### src/rtl/wsfd_pkg.sv
`timescale 1ns / 1ps
// ----------------------------------------------------------------------------
// wsfd_pkg
// Shared types and constants for the WebSocket frame deframer.
// ----------------------------------------------------------------------------
package wsfd_pkg;

	localparam logic [6:0] LEN_EXT16   = 7'd126;
	localparam logic [6:0] LEN_EXT64   = 7'd127;
	localparam logic [3:0] EXT16_BYTES = 4'd2;
	localparam logic [3:0] EXT64_BYTES = 4'd8;
	localparam logic [2:0] KEY_BYTES   = 3'd4;
	localparam logic [3:0] OP_CLOSE    = 4'h8;

	localparam logic KIND_HEADER  = 1'b0;
	localparam logic KIND_PAYLOAD = 1'b1;

	localparam int CMD_DEPTH = 4;
	localparam int OUT_DEPTH = 2;

	typedef enum logic [2:0] {
		PH_HDR0,
		PH_HDR1,
		PH_EXT,
		PH_KEY,
		PH_DATA
	} phase_t;

	// Item handed from the header parser to the payload unit.
	typedef struct packed {
		logic        kind;
		logic        fin;
		logic [2:0]  rsv;
		logic [3:0]  opcode;
		logic        masked;
		logic [63:0] payload_length;
		logic [7:0]  raw_byte;
		logic [31:0] key;
		logic        last;
	} cmd_t;

	// Result item as seen on the output ports.
	typedef struct packed {
		logic        kind;
		logic        fin;
		logic [2:0]  rsv;
		logic [3:0]  opcode;
		logic        masked;
		logic [63:0] payload_length;
		logic [7:0]  data_byte;
		logic [15:0] close_status;
		logic        last;
	} res_t;

endpackage

### src/rtl/wsfd_fifo.sv
`timescale 1ns / 1ps
// ----------------------------------------------------------------------------
// wsfd_fifo
// Small first-in first-out queue with registered count and full flag.
// ----------------------------------------------------------------------------
module wsfd_fifo #(
	parameter int Width = 8,
	parameter int Depth = 4
) (
	input  logic             clk,
	input  logic             arst_n,
	input  logic             wr_en,
	input  logic [Width-1:0] wr_data,
	output logic             full,
	input  logic             rd_en,
	output logic [Width-1:0] rd_data,
	output logic             empty
);

	localparam int PtrW = (Depth > 1) ? $clog2(Depth) : 1;
	localparam int CntW = $clog2(Depth + 1);
	localparam logic [PtrW-1:0] LastPtr = PtrW'(Depth - 1);
	localparam logic [CntW-1:0] FullCnt = CntW'(Depth);

	logic [Width-1:0] mem_q [Depth];
	logic [PtrW-1:0]  wptr_q;
	logic [PtrW-1:0]  rptr_q;
	logic [CntW-1:0]  count_q;
	logic             do_wr;
	logic             do_rd;

	assign full    = (count_q == FullCnt);
	assign empty   = (count_q == '0);
	assign do_wr   = wr_en && !full;
	assign do_rd   = rd_en && !empty;
	assign rd_data = mem_q[rptr_q];

	always_ff @(posedge clk) begin
		if (do_wr) begin
			mem_q[wptr_q] <= wr_data;
		end
	end

	always_ff @(posedge clk or negedge arst_n) begin
		if (!arst_n) begin
			wptr_q  <= '0;
			rptr_q  <= '0;
			count_q <= '0;
		end else begin
			if (do_wr) begin
				wptr_q <= (wptr_q == LastPtr) ? '0 : wptr_q + 1'b1;
			end
			if (do_rd) begin
				rptr_q <= (rptr_q == LastPtr) ? '0 : rptr_q + 1'b1;
			end
			if (do_wr && !do_rd) begin
				count_q <= count_q + 1'b1;
			end else if (do_rd && !do_wr) begin
				count_q <= count_q - 1'b1;
			end
		end
	end

	assert property (@(posedge clk) disable iff (!arst_n)
		(full && !do_rd) |=> full)
		else $error("fifo lost an entry while full");

	assert property (@(posedge clk) disable iff (!arst_n)
		(empty && !do_wr) |=> empty)
		else $error("fifo produced an entry from nothing");

	assert property (@(posedge clk) disable iff (!arst_n)
		!(full && empty))
		else $error("fifo full and empty together");

endmodule

### src/rtl/wsfd_front.sv
`timescale 1ns / 1ps
// ----------------------------------------------------------------------------
// wsfd_front
// Header parser: walks the frame header byte by byte and queues one command
// per header completion and per payload byte.
// ----------------------------------------------------------------------------
module wsfd_front (
	input  logic            clk,
	input  logic            arst_n,
	input  logic            take,
	input  logic [7:0]      rx_byte,
	output logic            cmd_push,
	output wsfd_pkg::cmd_t  cmd
);

	wsfd_pkg::phase_t phase_q, phase_d;

	logic [7:0]  fb_q, fb_d;
	logic        mask_q, mask_d;
	logic [3:0]  ext_left_q, ext_left_d;
	logic [63:0] len_q, len_d;
	logic [31:0] key_q, key_d;
	logic [2:0]  key_left_q, key_left_d;
	logic [63:0] pay_left_q, pay_left_d;

	logic [6:0]  len7;
	logic        len_is_ext;
	logic [63:0] ext_len;
	logic        emit_hdr;
	logic        emit_data;

	assign len7       = rx_byte[6:0];
	assign len_is_ext = (len7 == wsfd_pkg::LEN_EXT16) || (len7 == wsfd_pkg::LEN_EXT64);
	assign ext_len    = {len_q[55:0], rx_byte};

	// next state
	always_comb begin
		phase_d = phase_q;
		unique case (phase_q)
			wsfd_pkg::PH_HDR0: begin
				phase_d = wsfd_pkg::PH_HDR1;
			end
			wsfd_pkg::PH_HDR1: begin
				if (len_is_ext) begin
					phase_d = wsfd_pkg::PH_EXT;
				end else if (rx_byte[7]) begin
					phase_d = wsfd_pkg::PH_KEY;
				end else if (len7 == '0) begin
					phase_d = wsfd_pkg::PH_HDR0;
				end else begin
					phase_d = wsfd_pkg::PH_DATA;
				end
			end
			wsfd_pkg::PH_EXT: begin
				if (ext_left_q == 4'd1) begin
					if (mask_q) begin
						phase_d = wsfd_pkg::PH_KEY;
					end else if (ext_len == '0) begin
						phase_d = wsfd_pkg::PH_HDR0;
					end else begin
						phase_d = wsfd_pkg::PH_DATA;
					end
				end
			end
			wsfd_pkg::PH_KEY: begin
				if (key_left_q == 3'd1) begin
					phase_d = (len_q == '0) ? wsfd_pkg::PH_HDR0 : wsfd_pkg::PH_DATA;
				end
			end
			wsfd_pkg::PH_DATA: begin
				if (pay_left_q == 64'd1) begin
					phase_d = wsfd_pkg::PH_HDR0;
				end
			end
			default: begin
				phase_d = wsfd_pkg::PH_HDR0;
			end
		endcase
	end

	// outputs and header registers
	always_comb begin
		fb_d       = fb_q;
		mask_d     = mask_q;
		ext_left_d = ext_left_q;
		len_d      = len_q;
		key_d      = key_q;
		key_left_d = key_left_q;
		pay_left_d = pay_left_q;
		emit_hdr   = 1'b0;
		emit_data  = 1'b0;
		unique case (phase_q)
			wsfd_pkg::PH_HDR0: begin
				fb_d = rx_byte;
			end
			wsfd_pkg::PH_HDR1: begin
				mask_d = rx_byte[7];
				if (len_is_ext) begin
					len_d      = '0;
					ext_left_d = (len7 == wsfd_pkg::LEN_EXT16) ? wsfd_pkg::EXT16_BYTES
					                                           : wsfd_pkg::EXT64_BYTES;
				end else begin
					len_d = {57'd0, len7};
					key_d = '0;
					if (rx_byte[7]) begin
						key_left_d = wsfd_pkg::KEY_BYTES;
					end else begin
						emit_hdr = 1'b1;
					end
				end
			end
			wsfd_pkg::PH_EXT: begin
				len_d      = ext_len;
				ext_left_d = ext_left_q - 1'b1;
				if (ext_left_q == 4'd1) begin
					key_d = '0;
					if (mask_q) begin
						key_left_d = wsfd_pkg::KEY_BYTES;
					end else begin
						emit_hdr = 1'b1;
					end
				end
			end
			wsfd_pkg::PH_KEY: begin
				key_d      = {key_q[23:0], rx_byte};
				key_left_d = key_left_q - 1'b1;
				if (key_left_q == 3'd1) begin
					emit_hdr = 1'b1;
				end
			end
			wsfd_pkg::PH_DATA: begin
				emit_data  = 1'b1;
				pay_left_d = pay_left_q - 1'b1;
			end
			default: begin
			end
		endcase
		if (emit_hdr) begin
			pay_left_d = len_d;
		end
	end

	assign cmd_push           = take && (emit_hdr || emit_data);
	assign cmd.kind           = emit_data ? wsfd_pkg::KIND_PAYLOAD : wsfd_pkg::KIND_HEADER;
	assign cmd.fin            = fb_q[7];
	assign cmd.rsv            = fb_q[6:4];
	assign cmd.opcode         = fb_q[3:0];
	assign cmd.masked         = mask_d;
	assign cmd.payload_length = len_d;
	assign cmd.raw_byte       = rx_byte;
	assign cmd.key            = key_d;
	assign cmd.last           = emit_data ? (pay_left_q == 64'd1) : (len_d == '0);

	always_ff @(posedge clk or negedge arst_n) begin
		if (!arst_n) begin
			phase_q    <= wsfd_pkg::PH_HDR0;
			fb_q       <= '0;
			mask_q     <= 1'b0;
			ext_left_q <= '0;
			len_q      <= '0;
			key_q      <= '0;
			key_left_q <= '0;
			pay_left_q <= '0;
		end else if (take) begin
			phase_q    <= phase_d;
			fb_q       <= fb_d;
			mask_q     <= mask_d;
			ext_left_q <= ext_left_d;
			len_q      <= len_d;
			key_q      <= key_d;
			key_left_q <= key_left_d;
			pay_left_q <= pay_left_d;
		end
	end

	assert property (@(posedge clk) disable iff (!arst_n)
		(phase_q == wsfd_pkg::PH_KEY) |-> (mask_q && key_left_q != '0))
		else $error("key phase without mask or key count");

	assert property (@(posedge clk) disable iff (!arst_n)
		(phase_q == wsfd_pkg::PH_EXT) |-> (ext_left_q != '0))
		else $error("extended length phase with no bytes left");

	assert property (@(posedge clk) disable iff (!arst_n)
		(phase_q == wsfd_pkg::PH_DATA) |-> (pay_left_q != '0))
		else $error("payload phase with zero bytes left");

	assert property (@(posedge clk) disable iff (!arst_n)
		(take && phase_q == wsfd_pkg::PH_HDR0) |-> !cmd_push)
		else $error("first header byte produced an item");

endmodule

### src/rtl/wsfd_back.sv
`timescale 1ns / 1ps
// ----------------------------------------------------------------------------
// wsfd_back
// Payload unit: unmasks payload bytes, collects the close code and forms
// the result items.
// ----------------------------------------------------------------------------
module wsfd_back (
	input  logic            clk,
	input  logic            arst_n,
	input  logic            cmd_valid,
	input  wsfd_pkg::cmd_t  cmd,
	output logic            cmd_pop,
	input  logic            res_full,
	output logic            res_push,
	output wsfd_pkg::res_t  res
);

	logic [31:0] key_q;
	logic [1:0]  kidx_q;
	logic [15:0] close_q, close_d;
	logic [1:0]  cseen_q, cseen_d;
	logic [7:0]  key_byte;
	logic [7:0]  data;
	logic        is_data;

	assign cmd_pop  = cmd_valid && !res_full;
	assign res_push = cmd_pop;
	assign is_data  = (cmd.kind == wsfd_pkg::KIND_PAYLOAD);

	always_comb begin
		case (kidx_q)
			2'd0:    key_byte = key_q[31:24];
			2'd1:    key_byte = key_q[23:16];
			2'd2:    key_byte = key_q[15:8];
			default: key_byte = key_q[7:0];
		endcase
	end

	// key is zero on unmasked frames, so the XOR passes the byte through
	assign data = cmd.raw_byte ^ key_byte;

	always_comb begin
		close_d = close_q;
		cseen_d = cseen_q;
		if (cseen_q < 2'd2) begin
			close_d = {close_q[7:0], data};
			cseen_d = cseen_q + 1'b1;
		end
	end

	assign res.kind           = cmd.kind;
	assign res.fin            = cmd.fin;
	assign res.rsv            = cmd.rsv;
	assign res.opcode         = cmd.opcode;
	assign res.masked         = cmd.masked;
	assign res.payload_length = cmd.payload_length;
	assign res.data_byte      = is_data ? data : '0;
	assign res.last           = cmd.last;
	assign res.close_status   = (is_data && cmd.last && cmd.opcode == wsfd_pkg::OP_CLOSE
	                             && cseen_d == 2'd2) ? close_d : '0;

	always_ff @(posedge clk or negedge arst_n) begin
		if (!arst_n) begin
			key_q   <= '0;
			kidx_q  <= '0;
			close_q <= '0;
			cseen_q <= '0;
		end else if (cmd_pop) begin
			if (is_data) begin
				kidx_q  <= kidx_q + 1'b1;
				close_q <= close_d;
				cseen_q <= cseen_d;
			end else begin
				key_q   <= cmd.key;
				kidx_q  <= '0;
				close_q <= '0;
				cseen_q <= '0;
			end
		end
	end

	assert property (@(posedge clk) disable iff (!arst_n)
		(cmd_pop && !is_data) |=> (kidx_q == '0 && cseen_q == '0))
		else $error("header item did not restart payload state");

	assert property (@(posedge clk) disable iff (!arst_n)
		cseen_q != 2'd3)
		else $error("close byte count overflow");

	assert property (@(posedge clk) disable iff (!arst_n)
		(res.close_status != '0) |-> (is_data && cmd.last))
		else $error("close code outside the last payload item");

	assert property (@(posedge clk) disable iff (!arst_n)
		res_full |-> !res_push)
		else $error("result pushed into a full queue");

endmodule

### src/rtl/websocket_frame_deframer_core.sv
`timescale 1ns / 1ps
// ----------------------------------------------------------------------------
// websocket_frame_deframer_core
// WebSocket frame decoder: header parse, payload unmasking, close code.
// ----------------------------------------------------------------------------
// Usage:
//   Input channel: drive rx_byte and raise push; the byte is taken on a
//   rising edge with push high and full low. One byte per cycle is accepted while full is low.
//   Result channel: while empty is low the oldest result sits on the output
//   ports; raise pop to take it. A header result (kind 0) follows the byte
//   that completes the header; each payload byte gives one result (kind 1).
//   Path: a byte that yields a result is written into the command queue at
//   the accepting edge; the payload unit then moves the item into the
//   result queue once it has room, and the result queue drives the ports.
//   Throughput: one byte per cycle while full is low, set by the single-byte
//   header parser and the one-item-per-cycle payload unit.
//   Stall: when pop stays low the result queue fills, the payload unit
//   halts, then the command queue fills and full rises; no item is lost.
//   Reset: arst_n clears both queues and the parser, which then waits for
//   the first header byte of a frame.
// ----------------------------------------------------------------------------
module websocket_frame_deframer_core #(
	parameter int CMD_DEPTH = wsfd_pkg::CMD_DEPTH,
	parameter int OUT_DEPTH = wsfd_pkg::OUT_DEPTH
) (
	input  logic        clk,
	input  logic        arst_n,
	input  logic        push,
	output logic        full,
	input  logic [7:0]  rx_byte,
	output logic        empty,
	input  logic        pop,
	output logic        kind,
	output logic        fin,
	output logic [2:0]  rsv,
	output logic [3:0]  opcode,
	output logic        masked,
	output logic [63:0] payload_length,
	output logic [7:0]  data_byte,
	output logic [15:0] close_status,
	output logic        last
);

	localparam int CmdW = $bits(wsfd_pkg::cmd_t);
	localparam int ResW = $bits(wsfd_pkg::res_t);

	wsfd_pkg::cmd_t cmd_in, cmd_out;
	wsfd_pkg::res_t res_in, res_out;
	logic [CmdW-1:0] cmd_out_bits;
	logic [ResW-1:0] res_out_bits;
	logic            take;
	logic            cmd_push;
	logic            cmd_empty;
	logic            cmd_pop;
	logic            res_full;
	logic            res_push;

	assign take = push && !full;

	wsfd_front u_front (
		.clk      (clk),
		.arst_n   (arst_n),
		.take     (take),
		.rx_byte  (rx_byte),
		.cmd_push (cmd_push),
		.cmd      (cmd_in)
	);

	wsfd_fifo #(
		.Width (CmdW),
		.Depth (CMD_DEPTH)
	) u_cmd_q (
		.clk     (clk),
		.arst_n  (arst_n),
		.wr_en   (cmd_push),
		.wr_data (cmd_in),
		.full    (full),
		.rd_en   (cmd_pop),
		.rd_data (cmd_out_bits),
		.empty   (cmd_empty)
	);

	assign cmd_out = cmd_out_bits;

	wsfd_back u_back (
		.clk       (clk),
		.arst_n    (arst_n),
		.cmd_valid (!cmd_empty),
		.cmd       (cmd_out),
		.cmd_pop   (cmd_pop),
		.res_full  (res_full),
		.res_push  (res_push),
		.res       (res_in)
	);

	wsfd_fifo #(
		.Width (ResW),
		.Depth (OUT_DEPTH)
	) u_res_q (
		.clk     (clk),
		.arst_n  (arst_n),
		.wr_en   (res_push),
		.wr_data (res_in),
		.full    (res_full),
		.rd_en   (pop),
		.rd_data (res_out_bits),
		.empty   (empty)
	);

	assign res_out        = res_out_bits;
	assign kind           = res_out.kind;
	assign fin            = res_out.fin;
	assign rsv            = res_out.rsv;
	assign opcode         = res_out.opcode;
	assign masked         = res_out.masked;
	assign payload_length = res_out.payload_length;
	assign data_byte      = res_out.data_byte;
	assign close_status   = res_out.close_status;
	assign last           = res_out.last;

endmodule
### config.mk
export PLATFORM = sky130hd
export DESIGN_NAME = websocket_frame_deframer_core
export DESIGN_NICKNAME = d
export VERILOG_FILES = /design/src/rtl/wsfd_pkg.sv /design/src/rtl/wsfd_fifo.sv /design/src/rtl/wsfd_front.sv /design/src/rtl/wsfd_back.sv /design/src/rtl/websocket_frame_deframer_core.sv
export SDC_FILE = /design/constraint.sdc
export NUM_CORES = 1
export LEC_CHECK = 0
export BUFFER_PORTS_ARGS = -buffer_cell sky130_fd_sc_hd__clkbuf_2
export CAP_MARGIN = 20
export CORE_MARGIN = 1
export CORE_UTILIZATION = 55
export DETAILED_ROUTE_END_ITERATION = 10
export PLACE_DENSITY = 0.69
export SLEW_MARGIN = 20
export SYNTH_ARGS = -nofsm -noshare
export SYNTH_HDL_FRONTEND = slang
export SYNTH_SLANG_ARGS = --single-unit
export TNS_END_PERCENT = 20
### constraint.sdc
create_clock -name clk -period 7.7 [get_ports clk]
set_input_delay 1.54 -clock clk [delete_from_list [all_inputs] [get_ports clk]]
set_output_delay 1.54 -clock clk [all_outputs]
set_load 0.02 [all_outputs]
* After elaboration in Yosys (flattened, before gate mapping)
Memory sizes are Yosys's and may differ from the RTL's. Cells that the tools add are included.
Word-level totals: register bits after elaboration 242, memory bits (writable) 658, bits of input ports 12, output and inout port bits 101, logic and storage cells 158, memories 2
Memory list:
- u_cmd_q.mem_q | words 4, width 115, rd ports 1, clocked after memory_dff 0, write ports 1, line wsfd_fifo.sv:25 | logic [Width-1:0] mem_q [Depth];
- u_res_q.mem_q | words 2, width 99, rd ports 1, clocked after memory_dff 0, write ports 1, line wsfd_fifo.sv:25
Operators by class: add/subtract/negate cells 13, magnitude comparators 1, eq/ne operators 24, muxes and demuxes 55, bitwise logic cells 2, reductions and logical operators 43
Operator list (number):
- $logic_not A64 Y1 | 3
- $mux W64 | 2
- $pmux W64 S2 | 1
- $pmux W32 S3 | 1
- $eq A64 B1 Y1 const B | 1
- $mux W32 | 2
- $sub A64 B1 Y64 const B | 1
- $mux W16 | 3
- $mux W3 | 15
- $pmux W8 S3 | 1
- $mux W1 | 15
- $pmux W3 S5 | 1
- $eq A7 B7 Y1 const B | 2
- $logic_and A1 B1 Y1 | 14
- $mux W2 | 7
- $add A2 B1 Y2 const B | 5
- $eq A2 B2 Y1 const B | 5
- $ne A2 B1 Y1 const B | 5
- $pmux W3 S3 | 1
- $logic_not A1 Y1 | 8
- $mux W4 | 2
- $mux W8 | 1
- $pmux W4 S2 | 1
- $reduce_bool A2 Y1 | 4
- other kinds (26) | 37

* Longest topological paths before layout
Gate-level depths: netlist (run 1).
depth after elaboration 11, mapped depth 15, mapped depth without buffers 13

* Cells and area by module
A second synthesis (run 1) with hierarchy kept.
Unflattened totals: cells, all modules 2510, area, all modules 39070.0 µm²
By module, submodules not included:
- wsfd_fifo at u_cmd_q | times used 1, cells each 638, area an instance 16993.8 µm², seq. area each 13988.4 µm²
- wsfd_front | times used 1, cells each 1228, area an instance 10914.2 µm², seq. area each 4479.3 µm²
- wsfd_fifo at u_res_q | times used 1, cells each 327, area an instance 7840.0 µm², seq. area each 6045.8 µm²
- wsfd_back | times used 1, cells each 315, area an instance 3304.4 µm², seq. area each 1301.2 µm²
- websocket_frame_deframer_core | times used 1, cells each 2, area an instance 17.5 µm², seq. area each 0.0 µm²

* Worst setup path before layout (run 1)
Ideal clock, no wire load.
path kind input port to flip-flop, start input port rx_byte[4], end memory u_cmd_q.mem_q[2][0] (netlist bit) (enable), library setup time 0.487 ns, arrival 5.427 ns, required time 7.213 ns, slack 1.785 ns, cell stages on the path 8, buffers on the path 2, cell sequence and4_1 nand2_1 a221o_1 buf_2 o21ai_1 inv_2 clkbuf_1 and2_1
On the way: cells in the longest elaborated chain, start to end 9, elaborated cells on any way between the ends 10, those cells by class eq/ne: 2; mux: 4; reduce/logical: 4
Ends and longest elaborated chain:
- from (decl) | line websocket_frame_deframer_core.sv:30 | input logic [7:0] rx_byte,
- $eq A7 B7 Y1 | line wsfd_front.sv:33 | assign len_is_ext = (len7 == wsfd_pkg::LEN_EXT16) || (len7 == wsfd_pkg::LEN_EXT64);
- $logic_or A1 B1 Y1 (*) | line wsfd_front.sv:33
- $mux W1 (*) | line wsfd_front.sv:98 | if (len_is_ext) begin
- $pmux W1 S3 (*) | line wsfd_front.sv:92 | unique case (phase_q)
- $logic_or A1 B1 Y1 (*) | line wsfd_front.sv:143 | assign cmd_push = take && (emit_hdr || emit_data);
- $logic_and A1 B1 Y1 (*) | line wsfd_front.sv:143
- $logic_and A1 B1 Y1 (*) | line wsfd_fifo.sv:34 | assign do_wr = wr_en && !full;
- $mux W1 (*) | line wsfd_fifo.sv:39 | if (do_wr) begin
- $mux W1 (implied by the code) (*) | line wsfd_fifo.sv:40 | mem_q[wptr_q] <= wr_data;
- to (decl) | line wsfd_fifo.sv:25
Every way passes the cells marked *; elsewhere a longest branch is shown, timed or not.

* Worst setup path after layout (run 1)
start register u_res_q.rptr_q, end output port payload_length[38]
On the way: cells in the longest elaborated chain, start to end 1
Ends and longest elaborated chain:
- from (decl) | line wsfd_fifo.sv:27 | logic [PtrW-1:0] rptr_q;
- from (signal assigned) | line wsfd_fifo.sv:54 | rptr_q <= (rptr_q == LastPtr) ? '0 : rptr_q + 1'b1;
- $mem_v2 Z2 W99
- to (decl) | line websocket_frame_deframer_core.sv:38 | output logic [63:0] payload_length,
No other way between the ends.

==> metrics.md, run 1 <==
| Metric | Value |
|---|---|
| Status | complete, but fails checks |
| Failing checks | design-rule violations |
| Slew headroom | 28.62% |
| Count of hold-fix buffers inserted at cts | 0 |
| Synth Area in Adders | less than 1% |
| Post-Synthesis Net Count | 2,381 |
| Main flop type after synthesis | edfxtp_1 |
| Max Slew Vio Count | 0 |
| Maximum vdd drop | between 0.2 and 0.25 mV |
| Clock transition at path regs | about 60 ps |
| Hold endpoint | u_front.key_q[25] |
| Share of flip-flops with an asynchronous set or reset | ~27% |
| Crit Path Max Fanout | 53 |
| Antenna viol nets, final | 0 |
| Input/output buffers | roughly 110 |
| #FFs+latches synth | 900 |
| Clock Path Buffers | 3 |
| Remaining Overflow, GRT | 0 |
| Register area share after synthesis | between 60% and 70% |
| Mapped cell area | 0.03689 mm2 |
| Post-synth EDFFs | around 660 |
| Clk_lat worst skew | around 650 ps |
| Most common cell in the netlist | edfxtp_1 |
| WL/cell | approximately 24 um |
| Sw frac | 34.46% |
| Worst-Margin Slew | 1071 ps |
| Compound-Gate Fraction of Synth Area | under 10% |
| Area delta synth->final | 12.09% |
| Critical R2R Launch | u_front.phase_q[1] |
| PwrDens | approximately 430 mW/mm2 |
| Place WS | approximately 3000 ps |
| Clock Skew | approximately 25 ps |
| Post-synth top area share | a little over half |
| Synth area leaders | edfxtp_1 54%, dfrtp_1 16%, mux4_2 7.0%, mux2_2 3.9%, a22o_1 3.9% |
| I/O pin count | roughly 110 |
| WP data arrival | 2950 ps |
| Ant. Diodes | 0 |
| 1st-iter DRT viols | roughly 2,100 |
| Core Area | 0.06610 mm2 |
| Clk network pwr share | around a quarter |
| Final hold vios | 0 |
| Layout cells sized above 1 | about 22% |
| Library cells used by synthesis | 79 |
| Post-synth top cells | 658 x edfxtp_1, 242 x dfrtp_1, 225 x nand2_1 |
| YS warnings | 0 |
| Avg Cell Area, Syn | about 16 um2 |
| Static leakage | approximately 15 nW |
| Initial Utilization | ~56% |
| Critical path required time | about 6200 ps |
| CTS tree | done |
| Worst min path class | reg -> reg |
| Gate Count Post-Synth | roughly 2,400 |
| Setup violators final | 0 |
| Drt first pass iters | 11 |
| RSZ-0062 raised after global routing | no |
| Sw power | a little over 6 mW |
| Hold_sp | u_front.key_q[25] |
| Setup CP Type | reg -> out |
| Final #Nets | approximately 2,500 |
| Flop2flop setup slack | roughly 3400 ps |
| Routability cong. | roughly 0.95 |
| Hold Path Cell Cnt | 2 |
| Total clock sinks | 900 |
| Die width | ~260 um |
| Post-synthesis mux area share | 11.59% |
| Simple-gate share of the synthesized area | roughly 6.8% |
| Period utilization | between 50% and 60% |
| Crit end category | primary output |
| Hpwl dp | 50,850 um |
| Remaining DRCs | 3 |
| Final WS setup | roughly 3200 ps |
| Power Internal | between 10 and 15 mW |
| WL final | 81,540 um |
| First-pass GRT wire length | roughly 130,000 um |
| Setup TNS | 0 ps |
| Power Total | between 15 and 20 mW |
| Combinational share of power | 31.8% |
| # fillers | 4,701 |
| Non-Filler Instances | between 3,000 and 4,000 |
| Worst reg2reg path depth | 12 |
| Synth Area in XOR/XNOR | less than 1% |
| Reg2reg end | u_cmd_q.count_q[2] |
| Tot GR Track Use | between 20% and 30% |
| Largest net degree at the start of global routing | 130 |
| Via density | roughly 6.3 |
| Max-cap violations | 0 |
| Largest family of logic cells by synthesized area | multiplexers |
| Root Buffer | clkbuf_16 |
| Largest area contributor in the netlist | edfxtp_1 |
| Dpl cells | about 3,200 |
| Vias in the first global route | about 21,000 |
| Hold_ws | roughly 480 ps |
| Chip Height | between 200 and 300 um |
| Die area | between 0.06 and 0.07 mm2 |
| Detailed-route via count | 21,340 |
| Std-Cell Rows | 94 |
| # H-tree levels | 3 |
| Clock buffer count from CTS | between 80 and 90 |
| Sequential Power Share | 43.7% |
| # Post-CTS Setup Buffers | 0 |
| Initial antenna violation count | 0 |
| Highest clock rate | 222.7 MHz |
| CTS resizes | 0 |
| Crit start category | flop |
| Final min period | 4490 ps |
[worst max-delay path by stage]
stage,endpoint,start,cells after the start,slack (ps)
detailed placement,u_cmd_q.mem_q[0][61],rx_byte[5],8,3060
global placement,u_cmd_q.mem_q[0][55],rx_byte[4],8,3140
finish,payload_length[38],u_res_q.rptr_q,3,3210
CTS,payload_length[38],u_res_q.rptr_q,3,3150
floorplan,u_cmd_q.mem_q[2][0],rx_byte[4],8,1790
global route,payload_length[38],u_res_q.rptr_q,3,3060
[cell families after synthesis]
family | count (synthesis)
muxes | 268
buffers and inverters | 172
xor gates and xnor gates | 16
adders and majority gates | 19
DFF | 900
and+or+nand+nor | 519
AOI/OAI and AO/OA | 456
[metal layers]
layer	vias to the layer above	GRT usage (%)	wire length, um
met5	-	0	0
met4	0	8.721	2399
met3	153	4.104	5467
met2	852	38.02	38980
met1	10970	34.43	34700
li1	9366	-	-
[per-stage QoR]
stage,area (um2),util (%)
final,41350,62.55
after global placement,38350,58.02
after global routing,41350,62.55
after CTS,41320,62.51
after floorplan,36890,-
after detailed placement,38350,58.02
[cell type report]
type	instances	area, um2	share of cell area, %
Sequential cell	900	25830	62.46
Multi-Input combinational cell	1278	10490	25.37
Clock buffer	114	2414	5.837
Tap cell	864	1081	2.615
Timing Repair Buffer	143	853.3	2.064
Clock inverter	44	555.5	1.344
Inverter	34	127.6	0.3087
[critical path, stage by stage, from the launching register on]
cell      delay, ps
dfrtp_4         970
buf_4           640
mux2_2          420
clkbuf_2        160
[power groups by stage]
stage / Sequential (mW) / Combinational, mW / Clock [mW]
4_1_cts: 7.83 / 5.73 / 4.47
2_1_floorplan: 7.56 / 4.19 / 0
6_report: 7.83 / 5.70 / 4.40
5_1_grt: 7.98 / 6.15 / 4.66
3_3_place_gp: 7.82 / 5.57 / 0
3_5_place_dp: 7.92 / 5.71 / 0
[state kept, by name, indices dropped and copies added (netlist names)]
signal,flops
u_back.close_q,16
u_back.cseen_q,2
u_back.key_q,32
u_back.kidx_q,2
u_cmd_q.count_q,3
u_cmd_q.mem_q,460
u_cmd_q.rptr_q,2
u_cmd_q.wptr_q,2
u_front.ext_left_q,4
u_front.fb_q,8
u_front.key_left_q,3
u_front.key_q,32
u_front.len_q,64
u_front.mask_q,1
u_front.pay_left_q,64
u_front.phase_q,3
u_res_q.count_q,2
u_res_q.mem_q,198
u_res_q.rptr_q,1
u_res_q.wptr_q,1
[placed cells by master, fill, tap and decap left out, types with 13 or more instances in the layout]
cell type,count
inv_1,32
ha_1,18
clkbuf_2,111
clkbuf_16,91
nand3_1,30
nand2_1,225
buf_4,27
a32oi_1,13
a21oi_1,94
o21ai_0,88
nor4_1,24
nor3_1,39
mux2_2,129
clkbuf_1,18
edfxtp_1,658
mux2i_1,20
mux4_2,114
a22o_1,165
dfrtp_1,239
nor2_1,102
Note: power is estimated with default switching activity, not from simulation.
==> inputs of run 2 (changes only) <==
==> constraint.sdc (replaced) <==
create_clock -name clk -period 4.7 [get_ports clk]
set_input_delay 0.94 -clock clk [delete_from_list [all_inputs] [get_ports clk]]
set_output_delay 0.94 -clock clk [all_outputs]
set_load 0.02 [all_outputs]
==> run 2 against run 1 <==
  * The flow still finishes with violations (design-rule violations)
  * Clock power up 67%
  * Utilization up 0.48 points
  * Final cell count up 0.77%
  * Total power up 66%
  * Critical path depth up 4
  * Critical path type is now reg -> reg
  * Critical endpoint is now u_cmd_q.mem_q[3][0]
  * Highest routed layer unchanged
==> metrics.md, run 2 (synthesis gave the netlist of run 1 again) <==
| Metric | Value |
|---|---|
| Crit-path cells | o21bai_1, nand2_1, nand2_1, or4_1, a2111oi_0, nand4_1, o21ai_0 (was buf_4, mux2_2, clkbuf_2) |
| Via density | 6.333 (was 6.318) |
| Core Area | 0.06610 mm2 (unchanged) |
| Count of hold-fix buffers inserted at cts | 0 (unchanged) |
| Drt first pass iters | 9 (was 11) |
| Die width | 261.0 um (unchanged) |
| Vias in the first global route | 21,560 (was 21,320) |
| Detailed-route via count | 21,550 (was 21,340) |
| Std-Cell Rows | 94 (unchanged) |
| Sequential Area | 0.02583 mm2 (unchanged) |
| Failing checks | design-rule violations (unchanged) |
| Sequential Power Share | 42.9% (was 43.7%) |
| Input/output buffers | 112 (unchanged) |
| PwrDens | 713.1 mW/mm2 (was 433.7 mW/mm2) |
| Final hold vios | 0 (unchanged) |
| Maximum vdd drop | 0.4134 mV (was 0.2258 mV) |
| # Post-CTS Setup Buffers | 0 (unchanged) |
| Crit start category | flop (unchanged) |
| Clock transition at path regs | 60 ps (about the same) |
| Power Internal | 19.48 mW (was 11.75 mW) |
| Crit-path slowest cell | dfrtp_1 (was dfrtp_4) |
| Worst min path class | in -> async (was reg -> reg) |
| WL final | 83,410 um (was 81,540 um) |
| Final min period | approximately 3400 ps |
| Clk_lat worst skew | 640 ps (was 650 ps) |
| Top reg by flops | u_cmd_q.mem_q (unchanged) |
| Highest clock rate | between 200 and 300 MHz |
| Die area | 0.06811 mm2 (unchanged) |
| Max-cap violations | 0 (unchanged) |
| WP data arrival | 3820 ps (was 2950 ps) |
| Remaining Overflow, GRT | 0 (unchanged) |
| Leading registers by flop count | u_cmd_q.mem_q (460), u_res_q.mem_q (198) (unchanged) |
| Sw power | 10.23 mW (was 6.179 mW) |
| Max Slew Vio Count | 0 (unchanged) |
| # H-tree levels | 3 (unchanged) |
| Clock Path Buffers | 3 (unchanged) |
| Crit end category | flop (was primary output) |
| # fillers | 4,719 (was 4,701) |
| Setup violators final | 0 (unchanged) |
| Commonest non-fill, non-tap cell in the layout | edfxtp_1 (unchanged) |
| Sw frac | 34.44% (was 34.46%) |
| RSZ-0062 raised after global routing | no (unchanged) |
| Worst-Margin Slew | 1032 ps (was 1071 ps) |
| Final #Nets | 2,494 (was 2,475) |
| Clk network pwr share | 24.8% (was 24.5%) |
| Layout cells sized above 1 | 23.13% (was 22.20%) |
| Dpl cells | 3,235 (was 3,218) |
| Combinational share of power | 32.3% (was 31.8%) |
| Hpwl dp | 51,420 um (was 50,850 um) |
| Clock Skew | 23.42 ps (was 25.47 ps) |
| Clock buffer count from CTS | 90 (was 87) |
| Antenna viol nets, final | 0 (unchanged) |
| Total clock sinks | 900 (unchanged) |
| First-pass GRT wire length | 127,800 um (was 125,600 um) |
| I/O pin count | 113 (unchanged) |
| Max FFs per register | 460 (unchanged) |
| Slew headroom | 31.02% (was 28.62%) |
| Non-Filler Instances | 3,403 (was 3,377) |
| Tot GR Track Use | 24.79% (was 24.18%) |
| Routability cong. | 0.9313 (was 0.9497) |
| Static leakage | 15.34 nW (was 15.18 nW) |
| Chip Height | 261.0 um (unchanged) |
| Multi-input logic area | 0.01048 mm2 (was 0.01049 mm2) |
| Critical path required time | 5090 ps (was 6160 ps) |
| CP dominant cell by count | nand2_1 |
| Remaining DRCs | 5 (was 3) |
| Root Buffer | clkbuf_16 (unchanged) |
| Largest net degree at the start of global routing | 116 (was 130) |
| Crit Path Max Fanout | 29 (was 53) |
| Hold_ws | 335.3 ps (was 476.2 ps) |
| 1st-iter DRT viols | 2,138 (was 2,140) |
| Period utilization | about 73% |
| Status | complete, but fails checks (unchanged) |
| Area delta synth->final | 12.94% (was 12.09%) |
| Largest stage delay on the critical path | 850 ps (was 970 ps) |
| CTS resizes | 0 (unchanged) |
| Initial antenna violation count | 1 (was 0) |
| Setup CP Type | reg -> reg (was reg -> out) |
| WL/cell | 24.51 um (was 24.15 um) |
| Initial Utilization | 55.81% (unchanged) |
| Most frequent cells in the layout | 658 x edfxtp_1, 239 x dfrtp_1, 225 x nand2_1 (unchanged) |
| CTS tree | done (unchanged) |
run 2: cell types whose count changed in the layout (fill, tap and decap cells not counted), moves of 2 or more:
cell        change
clkinvlp_4      +4
buf_12          +7
clkinv_2        +7
clkbuf_16       +2
clkbuf_1        -6
clkbuf_8        +5
buf_4           +9
inv_16          -3
run 2: final cells by class:
class / count / area share (%)
well taps: 864 / 2.595
flip-flops and latches: 900 / 61.99
multi-input cells: 1278 / 25.16
clock buffers: 115 / 6.025
inverters: 34 / 0.3063
clock inverters: 52 / 1.369
repair buffers: 159 / 2.547
diodes: 1 / 0.006007
run 2: power groups by stage:
stage | logic (mW) | registers, mW | clock network (mW)
final | 9.61 | 12.7 | 7.37
after detailed placement | 9.65 | 12.9 | 0
after global routing | 10.3 | 13.0 | 7.81
after floorplan | 6.87 | 12.3 | 0
after CTS | 9.71 | 12.7 | 7.50
after global placement | 9.45 | 12.7 | 0
run 2: worst paths after layout:
kind / start / endpoint / slack (ps) / cells past startpoint
min: arst_n / u_front.key_q[10] / 340 / 1
max reg2reg: u_front.phase_q[1] / u_cmd_q.mem_q[3][0] / 1270 / 7
max in group asynchronous: arst_n / u_back.close_q[11] / 3330 / 2
min reg2reg: u_front.key_q[27] / u_front.key_q[27] / 480 / 2
min in group clk: u_front.key_q[27] / u_front.key_q[27] / 480 / 2
max: u_front.phase_q[1] / u_cmd_q.mem_q[3][0] / 1270 / 7
run 2: worst max-delay path, delay by kind of cell (launching register included):
kind,cells,cell delay [ps]
compound gates,3,1190
flops,1,850
simple gates,4,1130
run 2: layer usage:
layer | track usage, % | part of all wire, % | up-vias
met5 | 0 | 0 | -
met1 | 34.80 | 41 | 11110
met3 | 4.113 | 6.9 | 154
met4 | 8.689 | 2.5 | 0
met2 | 39.71 | 49 | 842
li1 | - | - | 9441
run 2: metrics by stage:
stage | power, mW | utilization, % | TNS [ps] | worst slack (ps) | cell area [um2]
after floorplan | 19.22 | - | -207890 | -602.6 | 36890
after global placement | 22.17 | 58.36 | 0 | 1235 | 38580
after detailed placement | 22.52 | 58.36 | 0 | 1163 | 38580
after CTS | 29.93 | 63.03 | 0 | 1269 | 41660
after global routing | 31.11 | 63.03 | 0 | 1036 | 41660
final | 29.71 | 63.03 | 0 | 1269 | 41660
